$ cat src/hw/rtl/mlta_pkg.sv
package mlta_pkg;

   localparam int TABLE_DEPTH = 32;
   localparam int PORT_COUNT  = 16;
   localparam int IDX_W       = $clog2(TABLE_DEPTH);
   localparam int MAC_W       = 48;
   localparam int PORT_W      = 4;
   localparam int TIME_W      = 32;
   localparam int CMDQ_DEPTH  = 2;

   localparam logic [1:0] CMD_OBSERVE = 2'd0;
   localparam logic [1:0] CMD_TICK    = 2'd1;
   localparam logic [1:0] CMD_REMOVE  = 2'd2;

   localparam logic [1:0] KIND_DISCOVERED  = 2'd0;
   localparam logic [1:0] KIND_DISAPPEARED = 2'd1;
   localparam logic [1:0] KIND_FULL        = 2'd2;

   localparam logic [2:0] REG_MAX_AGE   = 3'd0;
   localparam logic [2:0] REG_IGNORE    = 3'd1;
   localparam logic [2:0] REG_OWN_COUNT = 3'd2;
   localparam logic [2:0] REG_OWN_MAC0  = 3'd3;
   localparam logic [2:0] REG_OWN_MAC1  = 3'd4;
   localparam logic [2:0] REG_OWN_MAC2  = 3'd5;
   localparam logic [2:0] REG_OWN_MAC3  = 3'd6;

   // classified work item passed from front to back
   typedef struct packed {
      logic [1:0]        op;
      logic [MAC_W-1:0]  mac;
      logic [PORT_W-1:0] port;
   } work_type;

   typedef struct packed {
      logic [1:0]        kind;
      logic [MAC_W-1:0]  mac;
      logic [PORT_W-1:0] port;
      logic              last;
   } event_type;

endpackage

$ cat src/hw/rtl/mlta_front.sv
module mlta_front (
   input  logic                      clock,
   input  logic                      reset,
   input  logic                      csr_we,
   input  logic [2:0]                csr_index,
   input  logic [47:0]               csr_wdata,
   input  logic                      req_tvalid,
   output logic                      req_tready,
   input  logic [55:0]               req_tdata,
   output logic                      q_valid,
   input  logic                      q_ready,
   output mlta_pkg::work_type        q_item,
   output logic [31:0]               max_age
);
   import mlta_pkg::*;

   logic [31:0]       max_age_ff;
   logic              ignore_ff;
   logic [2:0]        own_count_ff;
   logic [MAC_W-1:0]  own_mac_ff [4];

   always_ff @(posedge clock) begin
      if (reset) begin
         max_age_ff   <= 32'd300;
         ignore_ff    <= 1'b1;
         own_count_ff <= 3'd0;
         for (int i = 0; i < 4; i++) own_mac_ff[i] <= '0;
      end else if (csr_we) begin
         case (csr_index)
            REG_MAX_AGE:   max_age_ff    <= csr_wdata[31:0];
            REG_IGNORE:    ignore_ff     <= csr_wdata[0];
            REG_OWN_COUNT: own_count_ff  <= csr_wdata[2:0];
            REG_OWN_MAC0:  own_mac_ff[0] <= csr_wdata;
            REG_OWN_MAC1:  own_mac_ff[1] <= csr_wdata;
            REG_OWN_MAC2:  own_mac_ff[2] <= csr_wdata;
            REG_OWN_MAC3:  own_mac_ff[3] <= csr_wdata;
            default: ;
         endcase
      end
   end
   assign max_age = max_age_ff;

   logic [1:0]        cmd;
   logic [MAC_W-1:0]  mac;
   logic [PORT_W-1:0] port;
   logic              own_hit;
   logic              keep;
   assign cmd  = req_tdata[1:0];
   assign mac  = req_tdata[49:2];
   assign port = req_tdata[53:50];

   always_comb begin
      own_hit = 1'b0;
      for (int i = 0; i < 4; i++)
         if ((own_count_ff > 3'(i)) && own_mac_ff[i] == mac) own_hit = 1'b1;
      case (cmd)
         CMD_OBSERVE: keep = (mac != '0) && (mac != '1) && !(ignore_ff && own_hit);
         CMD_TICK:    keep = 1'b1;
         CMD_REMOVE:  keep = 1'b1;
         default:     keep = 1'b0;
      endcase
   end

   // small fifo of classified work
   work_type         q_mem_ff [CMDQ_DEPTH];
   logic             wp_ff, rp_ff;
   logic [1:0]       cnt_ff;
   logic             push, pop;

   assign req_tready = (cnt_ff != 2'(CMDQ_DEPTH));
   assign push = req_tvalid && req_tready && keep;
   assign pop  = q_valid && q_ready;
   assign q_valid = (cnt_ff != 2'd0);
   assign q_item  = q_mem_ff[rp_ff];

   always_ff @(posedge clock) begin
      if (push) q_mem_ff[wp_ff] <= '{op: cmd, mac: mac, port: port};
      if (reset) begin
         wp_ff <= 1'b0; rp_ff <= 1'b0; cnt_ff <= 2'd0;
      end else begin
         if (push) wp_ff <= ~wp_ff;
         if (pop)  rp_ff <= ~rp_ff;
         cnt_ff <= cnt_ff + 2'(push) - 2'(pop);
      end
   end
endmodule

$ cat src/hw/rtl/mlta_back.sv
module mlta_back (
   input  logic                 clock,
   input  logic                 reset,
   input  logic                 q_valid,
   output logic                 q_ready,
   input  mlta_pkg::work_type   q_item,
   input  logic [31:0]          max_age,
   output logic                 ev_valid,
   input  logic                 ev_ready,
   output mlta_pkg::event_type  ev
);
   import mlta_pkg::*;

   localparam logic [1:0] ST_IDLE  = 2'd0;
   localparam logic [1:0] ST_SWEEP = 2'd1;
   localparam logic [1:0] ST_FLUSH = 2'd2;

   logic [TABLE_DEPTH-1:0] valid_ff, valid_in;
   logic [MAC_W-1:0]       emac_ff  [TABLE_DEPTH];
   logic [PORT_W-1:0]      eport_ff [TABLE_DEPTH];
   logic [TIME_W-1:0]      etime_ff [TABLE_DEPTH];
   logic [TIME_W-1:0]      time_ff, time_in;
   logic [1:0]             state_ff, state_in;
   logic [IDX_W-1:0]       idx_ff, idx_in;
   work_type               cur_ff, cur_in;
   logic                   pend_ff, pend_in;
   event_type              pev_ff, pev_in;
   logic                   ev_valid_ff, ev_valid_in;
   event_type              ev_ff, ev_in;

   logic [TABLE_DEPTH-1:0] hit;
   logic                   free_found;
   logic [IDX_W-1:0]       free_idx;
   logic                   wr_en, refresh;
   logic [IDX_W-1:0]       wr_idx;
   logic                   match, out_free;
   logic [TIME_W-1:0]      age;

   always_comb begin
      free_found = 1'b0;
      free_idx   = '0;
      for (int i = 0; i < TABLE_DEPTH; i++) begin
         hit[i] = valid_ff[i] && emac_ff[i] == q_item.mac && eport_ff[i] == q_item.port;
         if (!valid_ff[i] && !free_found) begin
            free_found = 1'b1;
            free_idx   = IDX_W'(i);
         end
      end
   end

   assign out_free = !ev_valid_ff || ev_ready;
   assign age = time_ff - etime_ff[idx_ff];
   always_comb begin
      if (cur_ff.op == CMD_TICK) match = valid_ff[idx_ff] && (age > max_age);
      else match = valid_ff[idx_ff] && eport_ff[idx_ff] == cur_ff.port;
   end

   assign q_ready = (state_ff == ST_IDLE) && out_free;

   always_comb begin
      valid_in = valid_ff; time_in = time_ff; state_in = state_ff;
      idx_in = idx_ff; cur_in = cur_ff; pend_in = pend_ff; pev_in = pev_ff;
      ev_valid_in = ev_valid_ff && !ev_ready; ev_in = ev_ff;
      wr_en = 1'b0; refresh = 1'b0; wr_idx = free_idx;
      case (state_ff)
         ST_IDLE: begin
            if (q_valid && q_ready) begin
               case (q_item.op)
                  CMD_OBSERVE: begin
                     if (hit != '0) refresh = 1'b1;
                     else begin
                        ev_valid_in = 1'b1;
                        ev_in = '{kind: free_found ? KIND_DISCOVERED : KIND_FULL,
                                  mac: q_item.mac, port: q_item.port, last: 1'b1};
                        if (free_found) begin
                           wr_en = 1'b1;
                           valid_in[free_idx] = 1'b1;
                        end
                     end
                  end
                  CMD_TICK: begin
                     time_in = time_ff + 32'd1;
                     cur_in = q_item; idx_in = '0; pend_in = 1'b0; state_in = ST_SWEEP;
                  end
                  CMD_REMOVE: begin
                     cur_in = q_item; idx_in = '0; pend_in = 1'b0; state_in = ST_SWEEP;
                  end
                  default: ;
               endcase
            end
         end
         ST_SWEEP: begin
            // one entry a cycle while the output is free; hold a found event until the next one shows
            // whether it is the last
            if (out_free) begin
               if (match) begin
                  valid_in[idx_ff] = 1'b0;
                  pend_in = 1'b1;
                  pev_in = '{kind: KIND_DISAPPEARED, mac: emac_ff[idx_ff],
                             port: eport_ff[idx_ff], last: 1'b0};
                  if (pend_ff) begin
                     ev_valid_in = 1'b1; ev_in = pev_ff;
                  end
               end
               if (idx_ff == IDX_W'(TABLE_DEPTH - 1)) begin
                  state_in = ST_IDLE;
                  pend_in = 1'b0;
                  if (match) begin
                     ev_valid_in = 1'b1;
                     ev_in = pev_in; ev_in.last = 1'b1;
                     if (pend_ff) begin
                        // two to emit: emit earlier, keep last pending
                        ev_in = pev_ff;
                        pend_in = 1'b1; state_in = ST_FLUSH;
                     end
                  end else if (pend_ff) begin
                     ev_valid_in = 1'b1; ev_in = pev_ff; ev_in.last = 1'b1;
                  end
               end else idx_in = idx_ff + IDX_W'(1);
            end
         end
         ST_FLUSH: begin
            // flush the final held event
            if (out_free) begin
               ev_valid_in = 1'b1; ev_in = pev_ff; ev_in.last = 1'b1;
               pend_in = 1'b0; state_in = ST_IDLE;
            end
         end
         default: state_in = ST_IDLE;
      endcase
   end

   always_ff @(posedge clock) begin
      if (wr_en) begin
         emac_ff[wr_idx]  <= q_item.mac;
         eport_ff[wr_idx] <= q_item.port;
      end
      if (wr_en) etime_ff[wr_idx] <= time_ff;
      for (int i = 0; i < TABLE_DEPTH; i++)
         if (refresh && hit[i]) etime_ff[i] <= time_ff;
      cur_ff <= cur_in; pev_ff <= pev_in; ev_ff <= ev_in; idx_ff <= idx_in;
      if (reset) begin
         valid_ff <= '0; time_ff <= '0; state_ff <= ST_IDLE;
         pend_ff <= 1'b0; ev_valid_ff <= 1'b0;
      end else begin
         valid_ff <= valid_in; time_ff <= time_in; state_ff <= state_in;
         pend_ff <= pend_in; ev_valid_ff <= ev_valid_in;
      end
   end

   assign ev_valid = ev_valid_ff;
   assign ev = ev_ff;
endmodule

$ cat src/hw/rtl/mac_learning_table_aging_unit.sv
// MAC learning table with aging.
// req channel: tdata = {port[53:50], mac[49:2], command[1:0]}, zero padded to 56 bits.
// Observe learns (mac, port) pairs, tick advances time and ages out stale
// entries, remove drops every entry of one port.
// rsp channel: tdata = {event_port, event_mac, event_kind}; tlast marks the final
// event of one request. Requests that cause no event produce no transaction.
// csr port: write enable, register index and 48-bit data, no read-back.
// A two-entry queue between the classifier and the table engine decouples them.
// Observe passes through the queue and the engine (match over all entries in parallel,
// then update); its event appears in the cycle after the engine takes it.
// Tick and remove sweep the table one entry a cycle while the response side is free;
// the engine takes no new request until it is back in idle.
// Reset (synchronous) empties the table, zeroes the time counter and restores
// register defaults. When rsp_tready is low with an event waiting the engine holds; the queue keeps
// accepting until full, then req_tready drops.
module mac_learning_table_aging_unit (
   input  logic        clock,
   input  logic        reset,
   input  logic        req_tvalid,
   output logic        req_tready,
   input  logic [55:0] req_tdata,   // command[1:0], mac[49:2], port[53:50]
   output logic        rsp_tvalid,
   input  logic        rsp_tready,
   output logic [55:0] rsp_tdata,   // event_kind[1:0], event_mac[49:2], event_port[53:50]
   output logic        rsp_tlast,
   input  logic        csr_we,
   input  logic [2:0]  csr_index,
   input  logic [47:0] csr_wdata
);
   import mlta_pkg::*;

   logic        q_valid, q_ready;
   work_type    q_item;
   logic [31:0] max_age;
   event_type   ev;

   mlta_front u_front (
      .clock, .reset, .csr_we, .csr_index, .csr_wdata,
      .req_tvalid, .req_tready, .req_tdata,
      .q_valid, .q_ready, .q_item, .max_age
   );

   mlta_back u_back (
      .clock, .reset, .q_valid, .q_ready, .q_item, .max_age,
      .ev_valid(rsp_tvalid), .ev_ready(rsp_tready), .ev
   );

   assign rsp_tdata = {2'b00, ev.port, ev.mac, ev.kind};
   assign rsp_tlast = ev.last;
endmodule

$ cat config.mk
export PLATFORM = sky130hd
export DESIGN_NAME = mac_learning_table_aging_unit
export DESIGN_NICKNAME = d
export VERILOG_FILES = /design/src/hw/rtl/mlta_pkg.sv /design/src/hw/rtl/mlta_front.sv /design/src/hw/rtl/mlta_back.sv /design/src/hw/rtl/mac_learning_table_aging_unit.sv
export SDC_FILE = /design/constraint.sdc
export NUM_CORES = 2
export LEC_CHECK = 0
export BUFFER_PORTS_ARGS = -buffer_cell sky130_fd_sc_hd__buf_4
export CORE_MARGIN = 4
export CORE_UTILIZATION = 36
export CTS_CLUSTER_DIAMETER = 200
export CTS_CLUSTER_SIZE = 8
export DETAILED_ROUTE_END_ITERATION = 8
export HOLD_SLACK_MARGIN = 0.02
export PLACE_DENSITY = 0.58
export SETUP_SLACK_MARGIN = 0.2
export SYNTH_ARGS = -nofsm -noshare
export SYNTH_HDL_FRONTEND = slang
export SYNTH_SLANG_ARGS = --single-unit
$ cat constraint.sdc
create_clock -name clock -period 11.7 [get_ports clock]
set_input_delay 1.755 -clock clock [delete_from_list [all_inputs] [get_ports clock]]
set_output_delay 1.755 -clock clock [all_outputs]
set_load 0.01 [all_outputs]
==> flow_summary.toml <==
[critical_path]
r2r_cells = 29
cpMaxStageDelayCell = "dfxtp_4"
critPathMaxFanout = 42
cp.arrival_ns = 10.73
startpoint_type = "register"
required_ns = 12.49
cp-end-kind = "register"
path_common_cell = "a21oi_1"
worst_path_largest_cell_delay_ns = 0.90
critical_path_class = "register to register"

[synthesis]
synth_cell_types = 82
synth_seq_area_share = 0.6457
synth.avg_cell_area_sq_um = 16.97
synth_top_cell_by_area = "edfxtp_1"
synth_edf_count = 3108
synthCells = 8725
ys_warn_count = 0
synth_area_sq_um = 148100
ys.flop_type = "edfxtp_1"
synth_seq_cells = 3222
synth.top_cell.area_share = 0.6303
synthTopCellsByArea = "edfxtp_1, mux4_2, xnor2_1"
synth-async-reset-ratio = 0

[placement]
numPortBuffers = 166
place.gp.congestion = 1.030
dp.final_hpwl_mm = 432.5

[timing]
setup_viol = 0
drv_slew = 2
fin_crit_sh = 0.8497
worst_slew_pin_slew_ns = 1.649
finalSetupTns_ns = 0
grt_setup_unrepaired = "false"
maxSlewHeadroom = -0.1044
fin_skew_ns = 0.07548
fin_crit_ns = 9.941
fmax_mhz = 100.6
hold_viol = 0

[power]
ir_drop_mv = 0.2092
leakagePower_nw = 54.03
powerDensity_nw_per_um2 = 240.5
p_total_mw = 40.80

[job]
cap_violations = 1

[clock_network]
numCtsBuffers = 440
post_cts_resized = 0
path_clk_slew_ns = 0.05
h-tree-depth = 5
clock_latency_ns = 1.02
hold_buffers = 0
root_buffer = "clkbuf_16"
cts.path.max_buffers = 4
cts_tree = "built"
cts_setup_buffers = 0
clock_sinks = 3222

[global_routing]
first_global_vias = 88020
grt_util_all_layers = 0.2887
antenna_found_initial = 129
grt_pass1_wl_mm = 824.9
grt_overflow = 0
grt_max_degree = 90

[drt]
wl_mm = 626.1
drc = 0
via_per_inst = 6.219
postRouteAntennaNets = 0
route.vias.total = 92040
wl_per_cell_um = 42.31
first_pass_iters = 6
drt_iter0_markers = 16870

[finish]
final_core_util = 0.4142
syn2layout_area_growth_pct = 14.57
fillers = 36450
final_nets = 9301
drive_gt1_frac = 0.2251

[outcome]
violations = "max-capacitance violations, max-slew violations"
status = "complete, but fails checks"

[die]
io_pins = 171
start_util = 0.3615
die-height_um = 649.4
num_rows = 235
core_area_sq_um = 409600
die_x_um = 649.4
die_area_sq_um = 421700

[worst_hold_path]
hold_depth = 2
hp-class = "register to register"
[critical path: cells and delay by family (launching register included)]
kind / cells / cell delay (ns)
AO/OA/AOI/OAI: 14 / 3.42
XOR/XNOR: 1 / 0.17
adder cells (fa/ha/maj): 2 / 0.69
buffers and inverters: 2 / 1.11
flip-flops: 1 / 0.90
multiplexers: 3 / 1.47
AND/OR/NAND/NOR: 7 / 1.83
[flip-flops by register name, summed over array words and instances (netlist names), 54 cells and up, named ones only]
register and count:
u_back.emac_ff 1536, u_back.etime_ff 1024, u_front.own_mac_ff 192, u_back.eport_ff 128
u_front.q_mem_ff 108, u_back.ev 55, u_back.pev_ff 54
[per-stage QoR]
| stage | hold WS [ns] | setup WS (ns) | std cells | area [sq um] |
|---|---|---|---|---|
| CTS | 0.4607 | 1.633 | 14700 | 169400 |
| finish | 0.4604 | 1.759 | 14800 | 169700 |
| global route | 0.4787 | 1.182 | 14770 | 169600 |
| floorplan | 0.4363 | 2.381 | 8726 | 148100 |
| global placement | 0.4515 | 1.810 | 14120 | 157400 |
| detailed placement | 0.4537 | 1.644 | 14120 | 157400 |
[kinds of logic after synthesis]
group | count (synthesis) | share of synthesized area
AO/OA/AOI/OAI | 534 | 0.02556
XOR/XNOR | 1779 | 0.1052
adder cells (fa/ha/maj) | 81 | 0.006878
buffers and inverters | 675 | 0.02014
flip-flops | 3222 | 0.6457
multiplexers | 1052 | 0.1439
other | 1 | 0.00002532
AND/OR/NAND/NOR | 1381 | 0.05264
[per-layer routing]
metal  global-route usage  share of wire  vias up
met5                    0        0.00068        -
met3              0.07922           0.12     1380
met2               0.4310           0.44     6954
met4               0.1659          0.069       60
li1                     -              -    35130
met1               0.3787           0.37    48520
[Yosys cell counts, drive strengths merged (7+ instances only)]
master / n
and2: 199
xnor2: 1360
a21oi: 115
nor3b: 15
xor2: 419
o2bb2ai: 14
o21bai: 9
o21ai: 55
a211o: 9
ha: 79
nor4: 404
a2111oi: 14
or3: 16
a31oi: 15
o2111ai: 13
or4: 8
nand3: 50
nor2: 151
buf: 286
o22ai: 27
mux2i: 100
a311oi: 14
dfxtp: 114
edfxtp: 3108
clkbuf: 263
inv: 126
nor2b: 16
a21o: 35
nand2b: 18
and4: 7
nand4: 192
a211oi: 28
nand2: 207
mux2: 108
mux4: 844
nor3: 64
a22oi: 59
and3: 21
a221oi: 73
[layout make-up]
| type | instances | area, sq um | share of cell area |
|---|---|---|---|
| Sequential cell | 3222 | 95630 | 0.5637 |
| Clock inverter | 26 | 543.0 | 0.003201 |
| Timing Repair Buffer | 490 | 3866 | 0.02279 |
| Antenna cell | 95 | 237.7 | 0.001401 |
| Clock buffer | 560 | 11490 | 0.06774 |
| Multi-Input combinational cell | 4829 | 50580 | 0.2981 |
| Tap cell | 5451 | 6820 | 0.04020 |
| Inverter | 126 | 483.0 | 0.002847 |
[layout by cell type (no fill, tap or decap), types with 15 or more instances in the layout]
master and instances:
xor2_1 419, and3_1 21, clkbuf_1 118, mux2_2 108, nor2b_1 15, nand4_1 191, o22ai_1 27, or3_1 16
mux2i_1 48, and2_1 197, a21oi_1 112, a21o_2 22, o21ai_0 52, a31oi_1 15, mux2i_4 52, ha_1 79
buf_4 475, nand3_1 50, diode_2 95, clkbuf_16 441, nand2b_1 15, nor3_1 44, nor4_1 386, a211oi_1 25
mux4_2 844, xnor2_1 1360, a221oi_1 73, dfxtp_1 109, nor4_2 17, a22oi_1 59, edfxtp_1 3108, nor2_1 143
buf_12 15, nand2_1 206, inv_1 115
[where the power goes]
group,switching (mW),internal [mW]
combinational,10.2,4.89
clock,4.96,6.77
sequential,0.432,13.5
[worst paths after layout]
path                                         start                                to  slack (ns)
setup / recovery                          register           u_back.ev[29]$_DFFE_PP_        1.76
hold / removal    u_front.max_age[17]$_SDFFE_PP0P_  u_front.max_age[17]$_SDFFE_PP0P_        0.46
setup reg to reg                          register           u_back.ev[29]$_DFFE_PP_        1.76
hold reg to reg   u_front.max_age[17]$_SDFFE_PP0P_  u_front.max_age[17]$_SDFFE_PP0P_        0.46
Note: power is estimated with default switching activity, not from simulation.
